===== src/rtl/chs_pkg.sv =====
package chs_pkg;

  localparam int CORDIC_STEPS_DEFAULT = 16;
  localparam int ATAN_LEN = 24;
  localparam int CNT_W = 5;

  localparam int OFFSET_W = 17;
  localparam int FRAC_W = 16;
  localparam int CFG_DATA_W = 17;
  localparam int CFG_INDEX_W = 1;
  localparam logic [CFG_INDEX_W-1:0] REG_HEADING_OFFSET = 1'd0;
  localparam logic [CFG_INDEX_W-1:0] REG_BLEND_FRACTION = 1'd1;
  localparam logic [FRAC_W-1:0] FRAC_RESET = 16'd6554;

  localparam int HEADING_W = 16;
  localparam int YAW_W = 17;
  localparam int COMP_W = 17;

  localparam logic [16:0] FULL_TURN = 17'd36000;
  localparam logic [34:0] ROT_GAIN = 35'd652032874;
  localparam logic [30:0] YAW_FRAC = 31'd1845864090;

  // 2^32 / 36000 is 119304 plus 728 / 1125. The rounding term 18000 / 36000 becomes
  // 562 after the common factor of 32 is dropped, and 30541990 / 2^35 stands for 1 / 1125.
  localparam logic [31:0] BAM_STEP = 32'd119304;
  localparam logic [24:0] BAM_FRAC_STEP = 25'd728;
  localparam logic [24:0] BAM_BIAS = 25'd562;
  localparam logic [24:0] BAM_RECIP = 25'd30541990;

  typedef struct packed {
    logic load_in;
    logic wrap;
    logic div_init;
    logic div_step;
    logic rot_init;
    logic rot_step;
    logic rot_finish;
    logic blend_east;
    logic blend_north;
    logic vec_init;
    logic vec_step;
    logic head;
    logic load_out;
  } cmd_t;

  typedef struct packed {
    logic wrap_done;
    logic div_done;
    logic iter_done;
  } status_t;

  function automatic logic [31:0] atan_bam(input logic [CNT_W-1:0] i);
    logic [31:0] r;
    case (i)
      5'd0: r = 32'h20000000;
      5'd1: r = 32'h12E4051E;
      5'd2: r = 32'h09FB385B;
      5'd3: r = 32'h051111D4;
      5'd4: r = 32'h028B0D43;
      5'd5: r = 32'h0145D7E1;
      5'd6: r = 32'h00A2F61E;
      5'd7: r = 32'h00517C55;
      5'd8: r = 32'h0028BE53;
      5'd9: r = 32'h00145F2F;
      5'd10: r = 32'h000A2F98;
      5'd11: r = 32'h000517CC;
      5'd12: r = 32'h00028BE6;
      5'd13: r = 32'h000145F3;
      5'd14: r = 32'h0000A2FA;
      5'd15: r = 32'h0000517D;
      5'd16: r = 32'h000028BE;
      5'd17: r = 32'h0000145F;
      5'd18: r = 32'h00000A30;
      5'd19: r = 32'h00000518;
      5'd20: r = 32'h0000028C;
      5'd21: r = 32'h00000146;
      5'd22: r = 32'h000000A3;
      5'd23: r = 32'h00000051;
      default: r = 32'h00000000;
    endcase
    return r;
  endfunction

endpackage


===== src/rtl/chs_in_if.sv =====
interface chs_in_if;
  logic valid;
  logic ready;
  logic [chs_pkg::HEADING_W-1:0] raw_heading;

  modport source (output valid, output raw_heading, input ready);
  modport sink (input valid, input raw_heading, output ready);
endinterface


===== src/rtl/chs_out_if.sv =====
interface chs_out_if;
  logic valid;
  logic ready;
  logic [chs_pkg::HEADING_W-1:0] smoothed_heading;
  logic signed [chs_pkg::YAW_W-1:0] yaw_angle;

  modport source (output valid, output smoothed_heading, output yaw_angle, input ready);
  modport sink (input valid, input smoothed_heading, input yaw_angle, output ready);
endinterface


===== src/rtl/chs_ctrl.sv =====
module chs_ctrl (
  input  logic             clk,
  input  logic             rst,
  input  logic             in_valid,
  output logic             in_ready,
  output logic             out_valid,
  input  logic             out_ready,
  input  chs_pkg::status_t status,
  output chs_pkg::cmd_t    cmd
);

  localparam logic [3:0] S_IDLE  = 4'd0;
  localparam logic [3:0] S_WRAP  = 4'd1;
  localparam logic [3:0] S_DIV   = 4'd2;
  localparam logic [3:0] S_RINIT = 4'd3;
  localparam logic [3:0] S_ROT   = 4'd4;
  localparam logic [3:0] S_RFIN  = 4'd5;
  localparam logic [3:0] S_BLE   = 4'd6;
  localparam logic [3:0] S_BLN   = 4'd7;
  localparam logic [3:0] S_VINIT = 4'd8;
  localparam logic [3:0] S_VEC   = 4'd9;
  localparam logic [3:0] S_HEAD  = 4'd10;
  localparam logic [3:0] S_OUT   = 4'd11;

  logic [3:0] state;
  logic [3:0] state_next;

  assign in_ready = (state == S_IDLE);

  always_comb begin
    state_next = state;
    cmd = '0;
    case (state)
      S_IDLE: begin
        if (in_valid) begin
          cmd.load_in = 1'b1;
          state_next = S_WRAP;
        end
      end
      S_WRAP: begin
        if (status.wrap_done) begin
          cmd.div_init = 1'b1;
          state_next = S_DIV;
        end else begin
          cmd.wrap = 1'b1;
        end
      end
      S_DIV: begin
        cmd.div_step = 1'b1;
        if (status.div_done) state_next = S_RINIT;
      end
      S_RINIT: begin
        cmd.rot_init = 1'b1;
        state_next = S_ROT;
      end
      S_ROT: begin
        cmd.rot_step = 1'b1;
        if (status.iter_done) state_next = S_RFIN;
      end
      S_RFIN: begin
        cmd.rot_finish = 1'b1;
        state_next = S_BLE;
      end
      S_BLE: begin
        cmd.blend_east = 1'b1;
        state_next = S_BLN;
      end
      S_BLN: begin
        cmd.blend_north = 1'b1;
        state_next = S_VINIT;
      end
      S_VINIT: begin
        cmd.vec_init = 1'b1;
        state_next = S_VEC;
      end
      S_VEC: begin
        cmd.vec_step = 1'b1;
        if (status.iter_done) state_next = S_HEAD;
      end
      S_HEAD: begin
        cmd.head = 1'b1;
        state_next = S_OUT;
      end
      S_OUT: begin
        // The previous result must have left the output register first.
        if (!out_valid || out_ready) begin
          cmd.load_out = 1'b1;
          state_next = S_IDLE;
        end
      end
      default: state_next = S_IDLE;
    endcase
  end

  always_ff @(posedge clk) begin
    if (rst) begin
      state <= S_IDLE;
      out_valid <= 1'b0;
    end else begin
      state <= state_next;
      out_valid <= cmd.load_out | (out_valid & ~out_ready);
    end
  end

endmodule


===== src/rtl/chs_datapath.sv =====
module chs_datapath #(
  parameter int CORDIC_STEPS = chs_pkg::CORDIC_STEPS_DEFAULT
) (
  input  logic                                clk,
  input  logic                                rst,
  input  logic                                cfg_write_enable,
  input  logic [chs_pkg::CFG_INDEX_W-1:0]     cfg_index,
  input  logic [chs_pkg::CFG_DATA_W-1:0]      cfg_data,
  input  logic [chs_pkg::HEADING_W-1:0]       raw_heading,
  input  chs_pkg::cmd_t                       cmd,
  output chs_pkg::status_t                    status,
  output logic [chs_pkg::HEADING_W-1:0]       smoothed_heading,
  output logic signed [chs_pkg::YAW_W-1:0]    yaw_angle
);

  localparam int STEPS = (CORDIC_STEPS > chs_pkg::ATAN_LEN) ? chs_pkg::ATAN_LEN : CORDIC_STEPS;
  localparam logic [chs_pkg::CNT_W-1:0] LAST_ITER = chs_pkg::CNT_W'(STEPS - 1);
  localparam logic [chs_pkg::CNT_W-1:0] LAST_DIV = chs_pkg::CNT_W'(0);

  logic signed [chs_pkg::OFFSET_W-1:0] heading_offset;
  logic [chs_pkg::FRAC_W-1:0] blend_fraction;

  logic signed [17:0] h;
  logic [31:0] bam;
  logic [chs_pkg::CNT_W-1:0] cnt;
  logic flip;
  logic signed [34:0] x;
  logic signed [34:0] y;
  logic signed [33:0] z;
  logic signed [chs_pkg::COMP_W-1:0] sin_v;
  logic signed [chs_pkg::COMP_W-1:0] cos_v;
  logic signed [chs_pkg::COMP_W-1:0] east_component;
  logic signed [chs_pkg::COMP_W-1:0] north_component;
  logic [chs_pkg::HEADING_W-1:0] hd;

  always_ff @(posedge clk) begin
    if (rst) begin
      heading_offset <= '0;
      blend_fraction <= chs_pkg::FRAC_RESET;
    end else if (cfg_write_enable) begin
      case (cfg_index)
        chs_pkg::REG_HEADING_OFFSET: heading_offset <= $signed(cfg_data);
        chs_pkg::REG_BLEND_FRACTION: blend_fraction <= cfg_data[chs_pkg::FRAC_W-1:0];
        default: ;
      endcase
    end
  end

  // Binary angle of h: h * 119304 plus (h * 728 + 562) / 1125, the latter by a
  // reciprocal multiplication that is exact over the whole range of h.
  logic [31:0] div_base;
  logic [24:0] div_num_next;
  logic [24:0] div_num;
  logic [49:0] div_prod;
  logic [14:0] div_quo;
  assign div_base = 32'(h[15:0]) * chs_pkg::BAM_STEP;
  assign div_num_next = 25'(h[15:0]) * chs_pkg::BAM_FRAC_STEP + chs_pkg::BAM_BIAS;
  assign div_prod = 50'(div_num) * 50'(chs_pkg::BAM_RECIP);
  assign div_quo = div_prod[49:35];

  logic [31:0] atan_v;
  logic signed [33:0] atan_s;
  logic signed [34:0] x_sh;
  logic signed [34:0] y_sh;
  assign atan_v = chs_pkg::atan_bam(cnt);
  assign atan_s = $signed({2'b00, atan_v});
  assign x_sh = x >>> cnt;
  assign y_sh = y >>> cnt;

  logic [31:0] rot_a;
  logic rot_flip;
  assign rot_flip = (bam[31:30] == 2'd1) || (bam[31:30] == 2'd2);
  assign rot_a = rot_flip ? (bam - 32'h80000000) : bam;

  logic signed [34:0] x_fin;
  logic signed [34:0] y_fin;
  assign x_fin = flip ? -x : x;
  assign y_fin = flip ? -y : y;

  function automatic logic signed [16:0] to_q15(input logic signed [34:0] v);
    logic signed [34:0] r;
    r = (v + 35'sd16384) >>> 15;
    if (r > 35'sd32768) r = 35'sd32768;
    if (r < -35'sd32768) r = -35'sd32768;
    return r[16:0];
  endfunction

  // Blend as old + f * (new - old), sharing one multiplier between components.
  logic [chs_pkg::FRAC_W-1:0] f_sat;
  logic signed [16:0] f_s;
  logic signed [16:0] bl_new;
  logic signed [16:0] bl_old;
  logic signed [17:0] bl_diff;
  logic signed [34:0] bl_prod;
  logic signed [35:0] bl_acc;
  logic signed [35:0] bl_res;
  assign f_sat = (blend_fraction > 16'd32768) ? 16'd32768 : blend_fraction;
  assign f_s = $signed({1'b0, f_sat});
  assign bl_new = cmd.blend_east ? sin_v : cos_v;
  assign bl_old = cmd.blend_east ? east_component : north_component;
  assign bl_diff = 18'(bl_new) - 18'(bl_old);
  assign bl_prod = bl_diff * f_s;
  assign bl_acc = (36'(bl_old) <<< 15) + 36'(bl_prod) + 36'sd16384;
  assign bl_res = bl_acc >>> 15;

  logic signed [34:0] vx0;
  logic signed [34:0] vy0;
  assign vx0 = 35'(north_component) <<< 14;
  assign vy0 = 35'(east_component) <<< 14;

  logic [47:0] hd_prod;
  logic [15:0] hd_conv;
  logic est_zero;
  assign hd_prod = z[31:0] * 48'(chs_pkg::FULL_TURN) + 48'h80000000;
  assign hd_conv = hd_prod[47:32];
  assign est_zero = (east_component == '0) && (north_component == '0);

  logic [47:0] yaw_prod;
  logic [16:0] yaw_mag;
  assign yaw_prod = hd * chs_pkg::YAW_FRAC + 48'h80000000;
  assign yaw_mag = 17'(hd) + 17'(yaw_prod[47:32]);

  always_ff @(posedge clk) begin
    if (rst) begin
      east_component <= '0;
      north_component <= '0;
    end else begin
      if (cmd.blend_east) east_component <= bl_res[16:0];
      if (cmd.blend_north) north_component <= bl_res[16:0];
    end
  end

  always_ff @(posedge clk) begin
    if (cmd.load_in) begin
      h <= 18'($signed({1'b0, raw_heading})) + 18'(heading_offset);
    end else if (cmd.wrap) begin
      if (h < 0) h <= h + $signed({1'b0, chs_pkg::FULL_TURN});
      else h <= h - $signed({1'b0, chs_pkg::FULL_TURN});
    end

    if (cmd.div_init || cmd.rot_init || cmd.vec_init) cnt <= '0;
    else if (cmd.div_step || cmd.rot_step || cmd.vec_step) cnt <= cnt + 1'b1;

    if (cmd.div_init) begin
      div_num <= div_num_next;
      bam <= div_base;
    end else if (cmd.div_step) begin
      bam <= bam + 32'(div_quo);
    end

    if (cmd.rot_init) begin
      x <= chs_pkg::ROT_GAIN;
      y <= '0;
      z <= 34'($signed(rot_a));
      flip <= rot_flip;
    end else if (cmd.rot_step) begin
      if (!z[33]) begin
        x <= x - y_sh;
        y <= y + x_sh;
        z <= z - atan_s;
      end else begin
        x <= x + y_sh;
        y <= y - x_sh;
        z <= z + atan_s;
      end
    end else if (cmd.vec_init) begin
      if (vx0 < 0) begin
        x <= -vx0;
        y <= -vy0;
        z <= 34'h080000000;
      end else begin
        x <= vx0;
        y <= vy0;
        z <= '0;
      end
    end else if (cmd.vec_step) begin
      if (y > 0) begin
        x <= x + y_sh;
        y <= y - x_sh;
        z <= z + atan_s;
      end else begin
        x <= x - y_sh;
        y <= y + x_sh;
        z <= z - atan_s;
      end
    end

    if (cmd.rot_finish) begin
      sin_v <= to_q15(y_fin);
      cos_v <= to_q15(x_fin);
    end

    if (cmd.head) begin
      if (est_zero || (hd_conv >= chs_pkg::FULL_TURN[15:0])) hd <= '0;
      else hd <= hd_conv;
    end

    if (cmd.load_out) begin
      smoothed_heading <= hd;
      yaw_angle <= $signed(17'd0 - yaw_mag);
    end
  end

  assign status.wrap_done = (h >= 0) && (h < $signed({1'b0, chs_pkg::FULL_TURN}));
  assign status.div_done = (cnt == LAST_DIV);
  assign status.iter_done = (cnt == LAST_ITER);

endmodule


===== src/rtl/circular_heading_smoother_unit.sv =====
// Circular heading smoother: exponential smoothing of a compass heading on the
// unit circle.
// Input channel in_ch carries raw_heading in hundredths of a degree; output
// channel out_ch carries smoothed_heading (0..35999) and yaw_angle (Q3.13 rad).
// Both use valid/ready; a transaction completes when both are high.
// Registers heading_offset (index 0) and blend_fraction (index 1) are written through
// cfg_write_enable/cfg_index/cfg_data; the user must write them only while the block
// is idle, which the block does not enforce. One sample at a time: the heading is
// brought into range by adding or subtracting full turns, multiplied to a binary angle,
// and then run through two CORDIC passes (rotation, then vectoring) that share one
// x/y/z unit; the next input is taken in the cycle after the result is loaded.
// The next sample is taken as soon as the result sits in the output register.
// If the receiver stalls, the finished result waits there; a following sample
// is processed but held before its output until the register frees.
// Synchronous reset clears the estimate to zero, sets heading_offset to 0 and
// blend_fraction to 6554, and empties the output register.
module circular_heading_smoother_unit #(
  parameter int CORDIC_STEPS = chs_pkg::CORDIC_STEPS_DEFAULT
) (
  input  logic                            clk,
  input  logic                            rst,
  chs_in_if.sink                          in_ch,
  chs_out_if.source                       out_ch,
  input  logic                            cfg_write_enable,
  input  logic [chs_pkg::CFG_INDEX_W-1:0] cfg_index,
  input  logic [chs_pkg::CFG_DATA_W-1:0]  cfg_data
);

  chs_pkg::cmd_t cmd;
  chs_pkg::status_t status;

  chs_ctrl u_ctrl (
    .clk       (clk),
    .rst       (rst),
    .in_valid  (in_ch.valid),
    .in_ready  (in_ch.ready),
    .out_valid (out_ch.valid),
    .out_ready (out_ch.ready),
    .status    (status),
    .cmd       (cmd)
  );

  chs_datapath #(
    .CORDIC_STEPS (CORDIC_STEPS)
  ) u_datapath (
    .clk              (clk),
    .rst              (rst),
    .cfg_write_enable (cfg_write_enable),
    .cfg_index        (cfg_index),
    .cfg_data         (cfg_data),
    .raw_heading      (in_ch.raw_heading),
    .cmd              (cmd),
    .status           (status),
    .smoothed_heading (out_ch.smoothed_heading),
    .yaw_angle        (out_ch.yaw_angle)
  );

endmodule

===== src/flat_wrapper.sv =====
// flat-port wrapper written by rule: the top's interface ports become plain ports
module circular_heading_smoother_unit_flat 
#(
  parameter int CORDIC_STEPS = chs_pkg::CORDIC_STEPS_DEFAULT
)
  (clk, rst, cfg_write_enable, cfg_index, cfg_data, in_ch_valid, in_ch_raw_heading, in_ch_ready, out_ch_valid, out_ch_smoothed_heading, out_ch_yaw_angle, out_ch_ready);
  chs_in_if in_ch_i ();
  chs_out_if out_ch_i ();
  input  logic clk;
  input  logic rst;
  input  logic cfg_write_enable;
  input  logic [chs_pkg::CFG_INDEX_W-1:0] cfg_index;
  input  logic [chs_pkg::CFG_DATA_W-1:0] cfg_data;
  input wire logic [$bits(in_ch_i.valid)-1:0] in_ch_valid;
  input wire logic [$bits(in_ch_i.raw_heading)-1:0] in_ch_raw_heading;
  output wire logic [$bits(in_ch_i.ready)-1:0] in_ch_ready;
  output wire logic [$bits(out_ch_i.valid)-1:0] out_ch_valid;
  output wire logic [$bits(out_ch_i.smoothed_heading)-1:0] out_ch_smoothed_heading;
  output wire logic [$bits(out_ch_i.yaw_angle)-1:0] out_ch_yaw_angle;
  input wire logic [$bits(out_ch_i.ready)-1:0] out_ch_ready;
  assign in_ch_i.valid = in_ch_valid;
  assign in_ch_i.raw_heading = in_ch_raw_heading;
  assign in_ch_ready = in_ch_i.ready;
  assign out_ch_valid = out_ch_i.valid;
  assign out_ch_smoothed_heading = out_ch_i.smoothed_heading;
  assign out_ch_yaw_angle = out_ch_i.yaw_angle;
  assign out_ch_i.ready = out_ch_ready;
  circular_heading_smoother_unit #(.CORDIC_STEPS(CORDIC_STEPS)) u_core (.clk(clk), .rst(rst), .in_ch(in_ch_i), .out_ch(out_ch_i), .cfg_write_enable(cfg_write_enable), .cfg_index(cfg_index), .cfg_data(cfg_data));
endmodule

===== config.mk =====
export PLATFORM = sky130hd
export DESIGN_NAME = circular_heading_smoother_unit_flat
export DESIGN_NICKNAME = d
export VERILOG_FILES = /design/src/rtl/chs_pkg.sv /design/src/rtl/chs_in_if.sv /design/src/rtl/chs_out_if.sv /design/src/rtl/chs_ctrl.sv /design/src/rtl/chs_datapath.sv /design/src/rtl/circular_heading_smoother_unit.sv /design/src/flat_wrapper.sv
export SDC_FILE = /design/constraint.sdc
export NUM_CORES = 2
export LEC_CHECK = 0
export BUFFER_PORTS_ARGS = -buffer_cell sky130_fd_sc_hd__buf_4
export CORE_MARGIN = 4
export CORE_UTILIZATION = 55
export CTS_BUF_LIST = sky130_fd_sc_hd__clkbuf_4
export DETAILED_ROUTE_END_ITERATION = 8
export GPL_ROUTABILITY_DRIVEN = 0
export PLACE_DENSITY_LB_ADDON = 0.1
export RECOVER_POWER = 100
export SLEW_MARGIN = 20
export SYNTH_ARGS = -nofsm -noshare
export SYNTH_HDL_FRONTEND = slang
export SYNTH_SLANG_ARGS = --single-unit

===== constraint.sdc =====
create_clock -name clk -period 13.72 [get_ports clk]
set_input_delay 1.372 -clock clk [delete_from_list [all_inputs] [get_ports clk]]
set_output_delay 1.372 -clock clk [all_outputs]
set_load 0.01 [all_outputs]

==> out/results.tsv <==
stage	metric	value	unit
status	status	complete, but fails checks	
status	violations	max-capacitance violations, max-slew violations	
setup_path	endpoint_kind	flip-flop	
sta	layout_setup_ws	2.18	ns
finish	n_fill_cell	11701	
setup_path	critPathMaxStageDelay	0.78	ns
yosys	yosys-top-cells-area	fa_1, ha_1, edfxtp_1	
yosys	synth_area	70900	µm²
placement	port_buffers	73	
sta	setup_viol	0	
yosys	ys_seq_area_share	13.0	%
sta	rsz0062_at_grt	false	
detailed_routing	drcViolationCount	0	
yosys	synth_edf_count	187	
setup_path	crit_type	reg2reg	
die	die_h	367	µm
yosys	synth.distinct_cells	111	
detailed_routing	drt.antenna.violating_nets	0	
clocking	clk_path_buf_depth	3	
detailed_routing	wl_per_cell	21.1	µm
die	rows	131	
grt	grt_use_total	30.7	%
finish	syn_to_final_growth	4.35	%
detailed_routing	drt_wl_total	209000	µm
sta	tightest_slew	4.29	ns
clocking	htree_levels	3	
sta	max_freq	86.6	MHz
clocking	cts_setup_buffers	0	
clocking	cts_tree	done	
clocking	clk_pin_slew_worst_paths	0.07	ns
sta	drv_slew	609	
die	start_util	55.4	%
grt	grt_pass1_vias	58880	
finish	multi_input_area	55900	µm²
sta	skew	0.101	ns
die	core-area	128000	µm²
yosys	yosys.area.top_type_share	20.8	%
setup_path	cpMostUsedCell	fa_1	
sta	hold_viol_final	0	
setup_path	worstPathArrival	12.43	ns
detailed_routing	first_pass_iters	8	
yosys	yosysWarnings	0	
clocking	cts-root-buf	clkbuf_4	
clocking	clock_sinks	367	
finish	nets	10051	
detailed_routing	first_iter_violations	5108	
finish	final_layout_size_suffix_gt1_share	5.36	%
yosys	synth.avg_cell_area	8.62	µm²
detailed_routing	viasPerCell	6.02	
yosys	synth_area_leader_cell	fa_1	
clocking	clk_latency	1.15	ns
yosys	synthCells	8221	
finish	layout_commonest_cell	inv_1	
sta	max_slew_margin	-186	%
yosys	ys.flop_type	edfxtp_1	
clocking	numCtsBuffers	113	
grt	gr-total-overflow	0	
clocking	ctsResizeCount	0	
die	die_x	367	µm
finish	final_cell_mix	inv_1, ha_1, nand2_1	
setup_path	worstReg2RegStart	u_core.u_ctrl.state[1]	
setup_path	crit_fanout	45	
hold_path	hold_class	reg2reg	
sta	final.period_utilization	84.1	%
finish	seq_area	9230	µm²
placement	hpwl	168000	µm
setup_path	required	14.61	ns
hold_path	min_from	u_core.u_datapath.heading_offset[0]	
setup_path	crit_start	u_core.u_ctrl.state[1]	
setup_path	start_kind	flip-flop	
sta	period_needed	11.54	ns
yosys	synthArstFlopShare	0	%
setup_path	slowest_stage	xnor2_1	
clocking	hold_buffers	0	
flow_run	max-cap-violations	16	
sta	tns	0	ns
grt	grt_max_degree	83	
placement	preCtsSetupSlack	2.42	ns
grt	antenna_found_initial	7	
yosys	ys_seq_elements	367	
detailed_routing	num_vias	59675	
yosys	syn-num-nets	10129	
grt	grt_pass1_wl	329000	µm
die	design.die.area	135000	µm²
die	io_pins	74	
final timing paths:
check	to	slack, ns	cells past startpoint
min reg2reg	u_core.u_datapath.heading_offset[0]	0.46	2
min	u_core.u_datapath.heading_offset[0]	0.46	2
max	u_core.u_datapath.north_component[15]	2.18	37
max reg2reg	u_core.u_datapath.north_component[15]	2.18	37
registers in the layout (all words and copies together), names as in the netlist, 18 cells and up:
signal,flops
u_core.u_datapath.atan_v,30
u_core.u_datapath.x,35
u_core.u_datapath.y,35
u_core.u_datapath.h,18
u_core.u_datapath.bam,32
u_core.u_datapath.z,34
u_core.u_datapath.div_num,22
cell type report:
type,count,share of cell area (%)
multi-input cells,6352,75.6
clock inverters,58,0.421
well taps,1662,2.81
diodes,10,0.0338
repair buffers,131,1.08
flip-flops and latches,367,12.5
clock buffers,156,1.58
inverters,1178,5.98
logic make-up after synthesis:
kind of cell | count (synthesis) | share of synthesized area (%)
simple gates | 2180 | 14.2
compound gates | 1717 | 15.7
flops | 367 | 13.0
xor+xnor | 405 | 5.03
fa+ha+maj | 1871 | 40.8
mux | 179 | 3.31
buf+inv | 1502 | 8.01
metal layers:
layer / part of all wire, % / vias up / GRT usage [%]
met2: 44 / 2209 / 47.6
li1: - / 27958 / -
met4: 3.8 / 2 / 10.9
met5: 0.0062 / - / 0
met3: 9.3 / 438 / 7.95
met1: 43 / 29068 / 41.6
critical path: cells and delay by family (launching register included):
family                     cells  cell delay [ns]
adders and majority gates      9             3.92
AOI/OAI and AO/OA             10             2.92
xor gates and xnor gates       2             0.96
and+or+nand+nor               11             2.07
buffers and inverters          4             0.58
muxes                          1             0.15
DFF                            1             0.66
cells in the mapped netlist (36+ instances only):
master       n
a31oi_1     42
edfxtp_1   187
and2_1      46
a221oi_1    41
inv_1     1171
o31ai_1     55
dfxtp_1    180
nand4_1     36
nand2_1    744
nor3_1     144
clkbuf_1   272
ha_1      1131
nand3_1    123
a211oi_1    58
o211ai_1    39
nor2_1     658
o21ai_0    349
o21bai_1    75
mux2_2      43
xor2_1     139
or2_2       39
xnor2_1    264
and3_1      43
nand2b_1    90
a21o_1     106
fa_1       738
mux4_2      40
o21a_1      63
o22ai_1     66
mux2i_1     96
a21oi_1    514
a221o_1     39
or3_1       42
nor2b_1     91
stage by stage:
stage	cell area, µm²	utilization (%)	hold WS (ns)	std cells
2_1_floorplan	70900	-	0.436	8221
3_3_place_gp	72800	56.9	0.446	9690
3_5_place_dp	72800	56.9	0.452	9690
4_1_cts	74300	58.1	0.422	9904
5_1_grt	73900	57.8	0.485	9905
6_report	74000	57.9	0.465	9914
Power is not shown: default switching activity piles up to over one toggle a cycle in this logic, so the estimate is an artifact.
